## config.mk

```make
export PLATFORM = sky130hd
export DESIGN_NAME = change_triggered_logic_capture_unit
export DESIGN_NICKNAME = d
export VERILOG_FILES = /design/src/rtl/ctlc_pkg.sv /design/src/rtl/ctlc_sample_mem.sv /design/src/rtl/ctlc_seq.sv /design/src/rtl/change_triggered_logic_capture_unit.sv
export SDC_FILE = /design/constraint.sdc
export NUM_CORES = 1
export LEC_CHECK = 0
export ABC_AREA = 0
export BUFFER_PORTS_ARGS = -buffer_cell sky130_fd_sc_hd__buf_4
export CAP_MARGIN = 30
export CORE_UTILIZATION = 49
export DETAILED_ROUTE_END_ITERATION = 10
export PLACE_DENSITY = 0.75
export SLEW_MARGIN = 20
export SYNTH_ARGS = -nofsm -noshare
export SYNTH_HDL_FRONTEND = slang
export SYNTH_HIERARCHICAL = 1
export SYNTH_SLANG_ARGS = --single-unit
export TNS_END_PERCENT = 1
```

## constraint.sdc

```tcl
create_clock -name clock -period 7.2 [get_ports clock]
set_input_delay 0.72 -clock clock [delete_from_list [all_inputs] [get_ports clock]]
set_output_delay 0.72 -clock clock [all_outputs]
set_load 0.01 [all_outputs]
```

## src/rtl/ctlc_pkg.sv

```systemverilog
//------------------------------------------------------------------------------
// ctlc_pkg
// Shared types, codes and frame formatting for the logic capture unit.
//------------------------------------------------------------------------------
`default_nettype none

package ctlc_pkg;

   localparam int unsigned SAMPLE_DEPTH_DEFAULT = 16;

   localparam int unsigned PIN_W   = 8;
   localparam int unsigned STAMP_W = 32;
   localparam int unsigned ENTRY_W = PIN_W + STAMP_W;

   // request opcodes
   localparam logic OP_TICK = 1'b0;
   localparam logic OP_RX   = 1'b1;

   // frame characters
   localparam logic [7:0] CH_START = 8'h40;   // '@'
   localparam logic [7:0] CH_END   = 8'h3B;   // ';'
   localparam logic [7:0] CH_GO    = 8'h47;   // 'G'

   // byte positions within one frame
   localparam logic [2:0] POS_START = 3'd0;
   localparam logic [2:0] POS_PIN   = 3'd1;
   localparam logic [2:0] POS_T3    = 3'd2;
   localparam logic [2:0] POS_T2    = 3'd3;
   localparam logic [2:0] POS_T1    = 3'd4;
   localparam logic [2:0] POS_T0    = 3'd5;
   localparam logic [2:0] POS_END   = 3'd6;

   typedef enum logic [1:0] {
      MODE_MONITOR  = 2'd0,
      MODE_SAMPLING = 2'd1,
      MODE_SENDING  = 2'd2,
      MODE_IDLE     = 2'd3
   } mode_type;

   // sequencer to datapath: dump read command and status
   typedef struct packed {
      logic       sending;
      logic       rd_en;
      logic [2:0] byte_pos;
      logic       frame_last;
      logic       dump_last;
   } seq_cmd_type;

   function automatic logic [7:0] frame_byte(input logic [2:0]         pos,
                                             input logic [PIN_W-1:0]   pin,
                                             input logic [STAMP_W-1:0] stamp);
      logic [7:0] b;
      case (pos)
         POS_START: b = CH_START;
         POS_PIN:   b = pin;
         POS_T3:    b = stamp[31:24];
         POS_T2:    b = stamp[23:16];
         POS_T1:    b = stamp[15:8];
         POS_T0:    b = stamp[7:0];
         default:   b = CH_END;
      endcase
      return b;
   endfunction

endpackage

`default_nettype wire

```

## src/rtl/ctlc_sample_mem.sv

```systemverilog
//------------------------------------------------------------------------------
// ctlc_sample_mem
// Capture buffer: pin value and timestamp per slot, one write and one
// registered read port.
//------------------------------------------------------------------------------
`default_nettype none

module ctlc_sample_mem #(
   parameter int unsigned DEPTH = ctlc_pkg::SAMPLE_DEPTH_DEFAULT,
   parameter int unsigned AW    = (DEPTH > 1) ? $clog2(DEPTH) : 1
) (
   input  wire logic                        clock,
   input  wire logic                        wr_en,
   input  wire logic [AW-1:0]               wr_addr,
   input  wire logic [ctlc_pkg::ENTRY_W-1:0] wr_data,
   input  wire logic                        rd_en,
   input  wire logic [AW-1:0]               rd_addr,
   output logic      [ctlc_pkg::ENTRY_W-1:0] rd_data
);

   logic [ctlc_pkg::ENTRY_W-1:0] mem_ff [DEPTH];
   logic [ctlc_pkg::ENTRY_W-1:0] rd_data_ff;

   always_ff @(posedge clock) begin
      if (wr_en) begin
         mem_ff[wr_addr] <= wr_data;
      end
   end

   always_ff @(posedge clock) begin
      if (rd_en) begin
         rd_data_ff <= mem_ff[rd_addr];
      end
   end

   assign rd_data = rd_data_ff;

endmodule

`default_nettype wire

```

## src/rtl/ctlc_seq.sv

```systemverilog
//------------------------------------------------------------------------------
// ctlc_seq
// Mode sequencer: change detection, timestamp, buffer fill and dump walk.
//------------------------------------------------------------------------------
`default_nettype none

module ctlc_seq #(
   parameter int unsigned DEPTH = ctlc_pkg::SAMPLE_DEPTH_DEFAULT,
   parameter int unsigned AW    = (DEPTH > 1) ? $clog2(DEPTH) : 1
) (
   input  wire logic                         clock,
   input  wire logic                         reset,
   input  wire logic                         accept,
   input  wire logic                         op,
   input  wire logic [7:0]                   port_value,
   input  wire logic [7:0]                   rx_byte,
   output logic                              wr_en,
   output logic      [AW-1:0]                wr_addr,
   output logic      [ctlc_pkg::ENTRY_W-1:0] wr_data,
   output logic      [AW-1:0]                rd_addr,
   output ctlc_pkg::seq_cmd_type             cmd
);

   localparam int unsigned CW = $clog2(DEPTH + 1);

   ctlc_pkg::mode_type mode_ff, mode_in;
   logic [7:0]         last_ff, last_in;
   logic [CW-1:0]      fill_ff, fill_in;
   logic [31:0]        time_ff, time_in;
   logic [AW-1:0]      slot_ff, slot_in;
   logic [2:0]         pos_ff,  pos_in;

   logic [CW-1:0]      fill_nxt;
   logic               frame_end;
   logic               dump_end;

   always_ff @(posedge clock) begin
      if (reset) begin
         mode_ff <= ctlc_pkg::MODE_SAMPLING;
         last_ff <= '0;
         fill_ff <= '0;
         time_ff <= '0;
         slot_ff <= '0;
         pos_ff  <= '0;
      end else begin
         mode_ff <= mode_in;
         last_ff <= last_in;
         fill_ff <= fill_in;
         time_ff <= time_in;
         slot_ff <= slot_in;
         pos_ff  <= pos_in;
      end
   end

   assign fill_nxt  = (fill_ff < CW'(DEPTH)) ? fill_ff + CW'(1) : fill_ff;
   assign frame_end = (pos_ff == ctlc_pkg::POS_END);
   assign dump_end  = frame_end && (slot_ff == AW'(DEPTH - 1));

   assign wr_addr = fill_ff[AW-1:0];
   assign wr_data = {last_ff, time_ff};
   assign rd_addr = slot_ff;

   always_comb begin
      mode_in = mode_ff;
      last_in = last_ff;
      fill_in = fill_ff;
      time_in = time_ff;
      slot_in = slot_ff;
      pos_in  = pos_ff;
      wr_en   = 1'b0;

      cmd            = '0;
      cmd.sending    = (mode_ff == ctlc_pkg::MODE_SENDING);
      cmd.byte_pos   = pos_ff;
      cmd.frame_last = frame_end;
      cmd.dump_last  = dump_end;

      if (accept) begin
         if (op == ctlc_pkg::OP_RX) begin
            if (mode_ff == ctlc_pkg::MODE_IDLE && rx_byte == ctlc_pkg::CH_GO) begin
               time_in = '0;
               fill_in = '0;
               mode_in = ctlc_pkg::MODE_MONITOR;
            end
         end else begin
            time_in = time_ff + 32'd1;
            case (mode_ff)
               ctlc_pkg::MODE_MONITOR: begin
                  last_in = port_value;
                  if (port_value != last_ff) begin
                     mode_in = ctlc_pkg::MODE_SAMPLING;
                  end
               end
               ctlc_pkg::MODE_SAMPLING: begin
                  wr_en   = (fill_ff < CW'(DEPTH));
                  fill_in = fill_nxt;
                  if (fill_nxt >= CW'(DEPTH)) begin
                     mode_in = ctlc_pkg::MODE_SENDING;
                     slot_in = '0;
                     pos_in  = '0;
                  end else begin
                     mode_in = ctlc_pkg::MODE_MONITOR;
                  end
               end
               ctlc_pkg::MODE_SENDING: begin
                  cmd.rd_en = 1'b1;
                  if (frame_end) begin
                     pos_in = '0;
                     if (dump_end) begin
                        slot_in = '0;
                        fill_in = '0;
                        mode_in = ctlc_pkg::MODE_IDLE;
                     end else begin
                        slot_in = slot_ff + AW'(1);
                     end
                  end else begin
                     pos_in = pos_ff + 3'd1;
                  end
               end
               default: begin
               end
            endcase
         end
      end
   end

endmodule

`default_nettype wire

```

## src/rtl/change_triggered_logic_capture_unit.sv

```systemverilog
//------------------------------------------------------------------------------
// change_triggered_logic_capture_unit
// 8-bit change-triggered logic capture with a framed byte dump.
//------------------------------------------------------------------------------
// Channel | Ports                                       | Dir
// request | req_valid req_stall req_op req_port_value   | in
//         | req_rx_byte                                 |
// response| rsp_valid rsp_stall rsp_tx_byte             | out
//         | rsp_frame_last rsp_dump_last                |
//
// Ticks outside the dump and received bytes need no buffer read.
// A dump tick holds off the next request while its buffer read is pending:
// the buffer read is registered, and the response register loads the cycle after it.
// A dump tick waits while a previous response is still held by rsp_stall.
// Synchronous reset; the buffer needs no clearing pass.
//------------------------------------------------------------------------------
`default_nettype none

module change_triggered_logic_capture_unit #(
   parameter int unsigned SAMPLE_DEPTH = ctlc_pkg::SAMPLE_DEPTH_DEFAULT
) (
   input  wire logic       clock,
   input  wire logic       reset,
   input  wire logic       req_valid,
   output logic            req_stall,
   input  wire logic       req_op,
   input  wire logic [7:0] req_port_value,
   input  wire logic [7:0] req_rx_byte,
   output logic            rsp_valid,
   input  wire logic       rsp_stall,
   output logic      [7:0] rsp_tx_byte,
   output logic            rsp_frame_last,
   output logic            rsp_dump_last
);

   localparam int unsigned AW = (SAMPLE_DEPTH > 1) ? $clog2(SAMPLE_DEPTH) : 1;

   logic                          accept;
   logic                          wr_en;
   logic [AW-1:0]                 wr_addr;
   logic [ctlc_pkg::ENTRY_W-1:0]  wr_data;
   logic [AW-1:0]                 rd_addr;
   logic [ctlc_pkg::ENTRY_W-1:0]  rd_data;
   ctlc_pkg::seq_cmd_type         cmd;

   logic       pend_ff,  pend_in;
   logic [2:0] pos_ff;
   logic       frame_ff;
   logic       dump_ff;
   logic       valid_ff, valid_in;
   logic [7:0] byte_ff;
   logic       flast_ff;
   logic       dlast_ff;

   assign req_stall = pend_ff | (valid_ff & rsp_stall & cmd.sending);
   assign accept    = req_valid & ~req_stall;

   ctlc_seq #(
      .DEPTH (SAMPLE_DEPTH),
      .AW    (AW)
   ) u_seq (
      .clock      (clock),
      .reset      (reset),
      .accept     (accept),
      .op         (req_op),
      .port_value (req_port_value),
      .rx_byte    (req_rx_byte),
      .wr_en      (wr_en),
      .wr_addr    (wr_addr),
      .wr_data    (wr_data),
      .rd_addr    (rd_addr),
      .cmd        (cmd)
   );

   ctlc_sample_mem #(
      .DEPTH (SAMPLE_DEPTH),
      .AW    (AW)
   ) u_mem (
      .clock   (clock),
      .wr_en   (wr_en),
      .wr_addr (wr_addr),
      .wr_data (wr_data),
      .rd_en   (cmd.rd_en),
      .rd_addr (rd_addr),
      .rd_data (rd_data)
   );

   assign pend_in  = cmd.rd_en;
   assign valid_in = pend_ff | (valid_ff & rsp_stall);

   always_ff @(posedge clock) begin
      if (reset) begin
         pend_ff  <= 1'b0;
         valid_ff <= 1'b0;
      end else begin
         pend_ff  <= pend_in;
         valid_ff <= valid_in;
      end
   end

   // read metadata travels alongside the buffer read
   always_ff @(posedge clock) begin
      if (cmd.rd_en) begin
         pos_ff   <= cmd.byte_pos;
         frame_ff <= cmd.frame_last;
         dump_ff  <= cmd.dump_last;
      end
   end

   always_ff @(posedge clock) begin
      if (pend_ff) begin
         byte_ff  <= ctlc_pkg::frame_byte(pos_ff,
                        rd_data[ctlc_pkg::ENTRY_W-1:ctlc_pkg::STAMP_W],
                        rd_data[ctlc_pkg::STAMP_W-1:0]);
         flast_ff <= frame_ff;
         dlast_ff <= dump_ff;
      end
   end

   assign rsp_valid      = valid_ff;
   assign rsp_tx_byte    = byte_ff;
   assign rsp_frame_last = flast_ff;
   assign rsp_dump_last  = dlast_ff;

endmodule

`default_nettype wire

```

Word-level counts from Yosys, hierarchy flattened
Memories as Yosys holds them, arrays and structs flattened. A register that Yosys moved wholly into a read port is not among the register bits.
Cells that the tools add are included.
W data, S select, Z words.
- add/subtract/negate cells: 4
- $mul: 0
- div/mod/pow operators: 0
- $lt $le $gt $ge: 2
- eq/ne operators: 18
- shifts and indexed selects: 0
- muxes and demuxes: 31
- bitwise gates (word level): 7
- reductions and logical operators: 13
- operators by type and width (kind ; count):
    $mux W32 ; 2
    $pmux W8 S6 ; 1
    $add A32 B1 Y32 const B ; 1
    $mux W5 ; 5
    $mux W2 ; 6
    $mux W4 ; 3
    $pmux W5 S2 ; 1
    $reduce_and A5 Y1 ; 2
    $eq A3 B3 Y1 const B ; 3
    $ne A3 B2 Y1 const B ; 3
    $eq A8 B7 Y1 const B ; 1
    $mux W1 ; 8
    $ne A8 B8 Y1 ; 1
    $pmux W4 S2 ; 1
    $eq A3 B2 Y1 const B ; 2
    $mux W3 ; 2
    $ne A2 B1 Y1 const B ; 3
    $pmux W2 S3 ; 1
    $pmux W3 S2 ; 1
    $reduce_and A6 Y1 ; 1
    $add A5 B1 Y5 const B ; 1
    $ge A5 B5 Y1 const B ; 1
    $lt A5 B5 Y1 const B ; 1
    $add A4 B1 Y4 const B ; 1
    other kinds (17) ; 23
- flip-flop bits (word level): 71
- latch bits: 0
- bits in writable memories: 640
- bits in read-only memories: 0
- input port bits: 21
- word-level logic and storage cells: 90
- memories kept: 1
- memory list (memory ; depth ; bits a word ; read ports ; clocked after Yosys merged registers in ; write ports ; RTL line ; source):
    u_mem.mem_ff ; 16 ; 40 ; 1 ; 1 ; 1 ; ctlc_sample_mem.sv:21 ; logic [ctlc_pkg::ENTRY_W-1:0] mem_ff [DEPTH];

Logic depth before layout (Yosys ltp)
Gate-level depths: netlist of the first run.
- word-level depth: 8
- depth in mapped cells: 11
- depth with buffers taken out: 9

By module
Netlist of the first run, hierarchy kept.
- by module, submodules not included (module ; times used ; cells an instance ; area an instance (um^2)):
    ctlc_sample_mem ; 1 ; 1040 ; 25532.0
    ctlc_seq ; 1 ; 344 ; 2929.1
    change_triggered_logic_capture_unit ; 1 ; 79 ; 949.7

Worst setup path before layout of the first run
Ideal clock, no wire load.
- path type: register to register
- start: register u_seq.mode_ff[0]
- end: memory u_mem/mem_ff[0][0] (netlist bit) (enable)
- library setup time: 0.487 ns
- data arrival time: 5.025 ns
- data required time: 6.713 ns
- path slack: 1.688 ns
- cell stages (with the launch flop): 10
- path buffers: 1
- period minus slack after synthesis: 5.512 ns
- cells stage by stage: dfxtp_1 > inv_1 > ha_1 > a31o_2 > nor2_1 > or2b_1 > buf_2 > nor2_1 > or3b_2 > nor3_1
- RTL lines (item ; RTL line ; source):
    start, declared ; ctlc_seq.sv:26 ; ctlc_pkg::mode_type mode_ff, mode_in;
    start signal, assigned ; ctlc_seq.sv:39 ; mode_ff <= ctlc_pkg::MODE_SAMPLING;
    start signal, assigned ; ctlc_seq.sv:46 ; mode_ff <= mode_in;
    end, declared ; ctlc_sample_mem.sv:21 ;

==> qor.yml, run 1 <==
die:
  die_height_um: 247
  die-area_sq_mm: 0.0610
  core_area_sq_mm: 0.0591
  rows: 89
  ioPinCount: 33
  die_w_um: 247
  initial_core_util_pct: 49.7
timing:
  rsz0062_at_grt: "false"
  setup_viol: 0
  max_slew_margin_pct: 34.6
  max_freq_mhz: 202
  min_period_ns: 4.96
  hold_violations: 0
  finalMaxSlewViolations: 0
  setup-tns-final_ns: 0
  worst_pin_slew_ns: 0.981
  fin_crit_sh_pct: 68.8
  clock_skew_ns: 0.0256
critical_path:
  r2r_end: "u_mem/mem_ff[0][19]$_DFFE_PP_"
  r2r_setup_slack_ns: 2.24
  cp-end-kind: "flop"
  reg2reg_from: "u_seq/mode_ff[0]$_SDFFE_PP1P_"
  reg2reg_depth: 9
  startpoint: "u_seq/mode_ff[0]$_SDFFE_PP1P_"
  cp.required_ns: 7.44
  critPathMaxFanout: 29
  critical_path_class: "flop to flop"
  cp-start-kind: "flop"
  endpoint: "u_mem/mem_ff[0][19]$_DFFE_PP_"
  critPathArrivalTime_ns: 5.20
synthesis:
  syn-cell-area_sq_mm: 0.0294
  yosys_warnings: 6
  syn_nets: 1491
  netlist_instances: 1463
  seq_area_frac_synth_pct: 74.8
  synth_area_leader_cell: "edfxtp_1"
  synth_edf_count: 695
  synth_ff_type: "edfxtp_1"
  synth_cell_type_count: 77
  synth_area_leaders: "edfxtp_1 71%, mux4_2 7.7%, mux4_1 5.4%"
  async_reset_ff_share_pct: 0
  synth-seq-cells: 751
  synth_top_area_share_pct: 71.0
  avgSynthCellArea_sq_um: 20.1
cells_and_area:
  ff_latch_area_sq_mm: 0.0220
  mostFrequentLayoutCell: "edfxtp_1"
  layout_common_cells: "695 x edfxtp_1, 100 x mux4_2, 88 x a22oi_1"
  nets: 1542
  multi_input_area_sq_mm: 0.00694
  utilization_pct: 55.4
  syn_to_final_growth_pct: 11.4
  fin_cells: 2344
  n_fill_cell: 4165
  drive_above_1_share_pct: 20.6
clock_tree:
  cts-root-buf: "clkbuf_16"
  cts_tree: "yes"
  clock-sinks: 751
  path_clk_slew_ns: 0.06
  cts_hold_buf: 0
  post_cts_buffers: 0
  cts-buffers-inserted: 69
  htree_levels: 3
  insertion_delay_ns: 0.60
  cts_resized: 0
  clock_path_buffers: 3
detailed_routing:
  wire_per_inst_um: 27.5
  vias: 14900
  dr.pass1.iters: 8
  ant_nets: 0
  viasPerCell: 6.36
  wirelength_mm: 64.5
  drtIter0Drc: 1560
  drcViolationCount: 18
power:
  switching_power_mw: 1.62
  cellLeakagePower_nw: 10.0
  clkPwrFrac_pct: 43.1
  ir_drop_mv: 0.178
  switching_share_pct: 19.1
  p_int_mw: 6.86
  combPwrFrac_pct: 1.1
  power_density_mw_per_mm2: 259
  pwr-share-seq_pct: 55.9
global_routing:
  antenna_found_initial: 0
  grt_use_total_pct: 21.5
  grtUsageMet2_pct: 31.8
  grt_pass1_wl_mm: 94.7
  grt_pass1_vias: 14600
  grt_max_degree: 85
  met1_usage_pct: 31.2
  overflow: 0
  met3_usage_pct: 5.99
  top_usage_layer: "met2"
hold_path:
  hp-class: "primary input to flop"
  min-delay-start: "rsp_stall"
placed_design:
  post-place-cells: 2212
  hpwl_mm: 39.3
  gp_congestion: 0.839
  port_buffers: 32
outcome:
  violations: "DRC"
  status: "finished with violations"
run:
  cap_viol_max_count: 0
-- critical path: stages (launching register included) --
cell and delay, ns:
dfxtp_1 0.40, inv_1 0.08, ha_1 0.38, a31o_2 0.33, nor2_1 0.62, or2b_1 0.46, nor2_1 0.38, or3b_2 0.61
nor3_2 0.77, buf_4 0.53
-- how the worst min path moves through the flow --
stage,cells after the start,end,slack (ns)
4_1_cts,3,rsp_valid$_SDFF_PP0_,0.36
6_report,3,rsp_valid$_SDFF_PP0_,0.38
3_5_place_dp,0,rsp_dump_last$_DFFE_PP_,0.41
3_3_place_gp,0,rsp_dump_last$_DFFE_PP_,0.41
2_1_floorplan,0,rsp_dump_last$_DFFE_PP_,0.40
5_1_grt,3,rsp_valid$_SDFF_PP0_,0.40
-- per-layer routing --
layer	part of all wire, %	vias up
met4	2.3	0
met3	12	99
met5	0	-
met2	46	879
met1	40	7679
li1	-	6240
-- kinds of logic after synthesis --
| family | synth area share (%) |
|---|---|
| AO/OA/AOI/OAI | 4.80 |
| XOR/XNOR | 0.328 |
| adder cells (fa/ha/maj) | 0.298 |
| buffers and inverters | 2.10 |
| flip-flops | 74.8 |
| multiplexers | 13.5 |
| AND/OR/NAND/NOR | 4.17 |
-- registers in the layout (all words and copies together) (netlist names) --
signal and cells:
frame_ff 1, rsp_tx_byte 8, u_seq/pos_ff 3, dump_ff 1, u_seq/last_ff 8, u_seq/fill_ff 5, pos_ff 3, u_mem/mem_ff 640
pend_ff 1, rsp_frame_last 1, u_seq/mode_ff 2, u_seq/rd_addr 4, u_mem/rd_data 40, u_seq/time_ff 32, rsp_dump_last 1, rsp_valid 1
-- synth_stat cells, types with 3 or more instances --
| cell type | count |
|---|---|
| ha_1 | 7 |
| mux2i_1 | 5 |
| a311oi_1 | 4 |
| or2_2 | 4 |
| o2111ai_1 | 8 |
| xor2_1 | 11 |
| nor3_1 | 13 |
| clkbuf_1 | 36 |
| nand3_2 | 3 |
| and3_1 | 5 |
| o21ai_0 | 8 |
| o41ai_1 | 9 |
| mux2_2 | 9 |
| nand3_1 | 26 |
| nand3b_1 | 5 |
| buf_6 | 3 |
| edfxtp_1 | 695 |
| buf_4 | 9 |
| a31oi_1 | 4 |
| buf_2 | 17 |
| buf_12 | 11 |
| nand4b_1 | 5 |
| inv_1 | 14 |
| nand2b_1 | 4 |
| nand2_1 | 79 |
| nor4_1 | 3 |
| o211ai_1 | 4 |
| mux4_1 | 60 |
| a21oi_1 | 37 |
| nor2_1 | 44 |
| dfxtp_1 | 56 |
| a211oi_1 | 5 |
| mux4_2 | 100 |
| nor2b_1 | 8 |
| a22oi_1 | 88 |
| nand4_1 | 12 |
| or3_1 | 3 |
-- power groups by stage --
stage	registers (mW)	clock network, mW	logic, mW
2_1_floorplan	4.82	0	0.0531
3_3_place_gp	4.83	0	0.0840
3_5_place_dp	4.83	0	0.0872
4_1_cts	4.74	3.70	0.0880
5_1_grt	4.74	3.86	0.0942
6_report	4.74	3.65	0.0891
-- stage by stage --
| step | setup WS, ns | power (mW) | hold WS, ns | cell area [sq um] |
|---|---|---|---|---|
| after global routing | 2.12 | 8.69 | 0.401 | 32800 |
| after global placement | 2.46 | 4.91 | 0.411 | 30400 |
| after floorplan | 1.69 | 4.88 | 0.400 | 29400 |
| after CTS | 2.30 | 8.52 | 0.365 | 32700 |
| final | 2.24 | 8.48 | 0.381 | 32800 |
| after detailed placement | 2.32 | 4.92 | 0.411 | 30400 |
-- area by class of cell --
| type | instances | share of cell area [%] |
|---|---|---|
| diodes | 1 | 0.00764 |
| clock inverters | 33 | 0.958 |
| multi-input cells | 619 | 21.2 |
| inverters | 14 | 0.160 |
| well taps | 773 | 2.95 |
| repair buffers | 59 | 1.61 |
| clock buffers | 94 | 5.99 |
| flip-flops and latches | 751 | 67.1 |
No activity file was read; power rests on OpenSTA's default activity.
==> run 2, diff against run 1 <==
- PLACE_DENSITY: 0.75 -> 0.78
- clock period: 7.2 -> 4.5 ns (I/O delays scaled with it)
==> run 2 against run 1 <==
Compared with the run above: the flow still finishes with violations (DRC); hold slack worse by 0.30 ns; sequential share of layout area shrank 0.43 points; final cell count up 0.47%; count of clock-buffer cells in the layout shrank 6; clock power up 63%; combinational power up 66%; maximum frequency up 23%; critical path depth did not move; first-iteration DRC count rose by 2.4%; critical path type unchanged; critical endpoint is now u_mem/mem_ff[2][25]$_DFFE_PP_; highest routed layer is now met5.
==> qor.yml, run 2 (synthesis results as in run 1) <==
clock_tree:
  cts-root-buf: "clkbuf_16"
  clock-sinks: 751
  post_cts_buffers: 0
  cts_tree: "yes"
  htree_levels: 3
  insertion_delay_ns: 0.61
  cts_hold_buf: 0
  cts_resized: 0
  clock_path_buffers: 3
  cts-buffers-inserted: 70
  path_clk_slew_ns: 0.06
global_routing:
  grt_pass1_vias: 15000
  grt_max_degree: 56
  grt_use_total_pct: 21.4
  overflow: 0
  grt_pass1_wl_mm: 95.0
  antenna_found_initial: 2
timing:
  max_slew_margin_pct: 31.9
  setup_viol: 0
  clock_skew_ns: 0.0286
  max_freq_mhz: 248
  hold_violations: 0
  min_period_ns: 4.02
  rsz0062_at_grt: "false"
  fin_crit_sh_pct: 89.4
  setup-tns-final_ns: 0
  worst_pin_slew_ns: 1.02
  finalMaxSlewViolations: 0
critical_path:
  cp-end-kind: "flop"
  critical_path_class: "flop to flop"
  cp.required_ns: 4.80
  cp-start-kind: "flop"
  critPathArrivalTime_ns: 4.33
  critPathMaxFanout: 19
power:
  ir_drop_mv: 0.239
  cellLeakagePower_nw: 10.1
  p_int_mw: 11.1
  clkPwrFrac_pct: 43.5
  switching_power_mw: 2.59
  switching_share_pct: 18.9
  power_density_mw_per_mm2: 415
  pwr-share-seq_pct: 55.4
  combPwrFrac_pct: 1.1
die:
  die_w_um: 247
  ioPinCount: 33
  core_area_sq_mm: 0.0591
  initial_core_util_pct: 49.7
  die-area_sq_mm: 0.0610
  rows: 89
  die_height_um: 247
detailed_routing:
  wirelength_mm: 64.0
  vias: 15000
  dr.pass1.iters: 11
  drcViolationCount: 6
  viasPerCell: 6.35
  drtIter0Drc: 1598
  wire_per_inst_um: 27.2
  ant_nets: 0
placed_design:
  post-place-cells: 2230
  port_buffers: 32
  hpwl_mm: 38.4
  gp_congestion: 0.857
cells_and_area:
  mostFrequentLayoutCell: "edfxtp_1"
  syn_to_final_growth_pct: 12.1
  fin_cells: 2355
  drive_above_1_share_pct: 20.8
  largest_reg_flops: 640
  layout_common_cells: "695 x edfxtp_1, 100 x mux4_2, 88 x a22oi_1"
  nets: 1557
  num_antenna_cells: 0
  regMostFlops: "u_mem/mem_ff"
hold_path:
  hp-class: "primary input to flop"
run:
  cap_viol_max_count: 0
outcome:
  violations: "DRC"
  status: "finished with violations"
run 2: metrics by stage:
step	area, sq um	utilization [%]	setup WS (ns)	hold WS [ns]	total power [mW]
2_1_floorplan	29400	-	-0.671	0.400	7.80
3_3_place_gp	30600	51.8	0.658	0.413	7.87
3_5_place_dp	30700	51.9	0.547	0.420	7.87
4_1_cts	33000	55.8	0.535	0.0726	13.8
5_1_grt	33000	55.8	0.360	0.100	14.0
6_report	33000	55.8	0.476	0.0825	13.7
run 2: power by group through the flow:
stage	sequential (mW)	combinational, mW	clock (mW)
after global placement	7.72	0.142	0
after floorplan	7.72	0.0854	0
after CTS	7.58	0.147	6.03
after detailed placement	7.73	0.146	0
after global routing	7.58	0.158	6.28
final	7.58	0.148	5.95
run 2: worst max-delay path, cell delays in order, from the launching register on:
cell and delay (ns):
dfxtp_1 0.40, inv_1 0.10, ha_1 0.31, a31o_2 0.29
nor2_1 0.22, or2b_1 0.47, nor2_1 0.41, or3b_2 0.61
nor2_4 0.55, buf_4 0.33
run 2: metal layers:
metal / up-vias / GRT usage [%] / routed length [um]
met3: 135 / 3.69 / 5840
met5: - / 0 / 28
met1: 7668 / 28.4 / 24200
li1: 6263 / - / -
met4: 4 / 7.59 / 1950
met2: 881 / 35.6 / 31900
run 2: cell type report:
class	instances	area, sq um
inverters	14	52.6
flip-flops and latches	751	22000
multi-input cells	619	6950
fillers	4215	26100
clock inverters	37	400
clock buffers	88	1910
well taps	773	967
repair buffers	73	698
run 2: final timing paths:
check	start	endpoint	slack, ns	depth (start not counted)
worst max-delay path	u_seq/mode_ff[0]$_SDFFE_PP1P_	u_mem/mem_ff[2][25]$_DFFE_PP_	0.48	9
worst min-delay path	rsp_stall	rsp_valid$_SDFF_PP0_	0.08	3
worst max register to register	u_seq/mode_ff[0]$_SDFFE_PP1P_	u_mem/mem_ff[2][25]$_DFFE_PP_	0.48	9
worst min register to register	frame_ff$_DFFE_PP_	rsp_frame_last$_DFFE_PP_	0.44	0
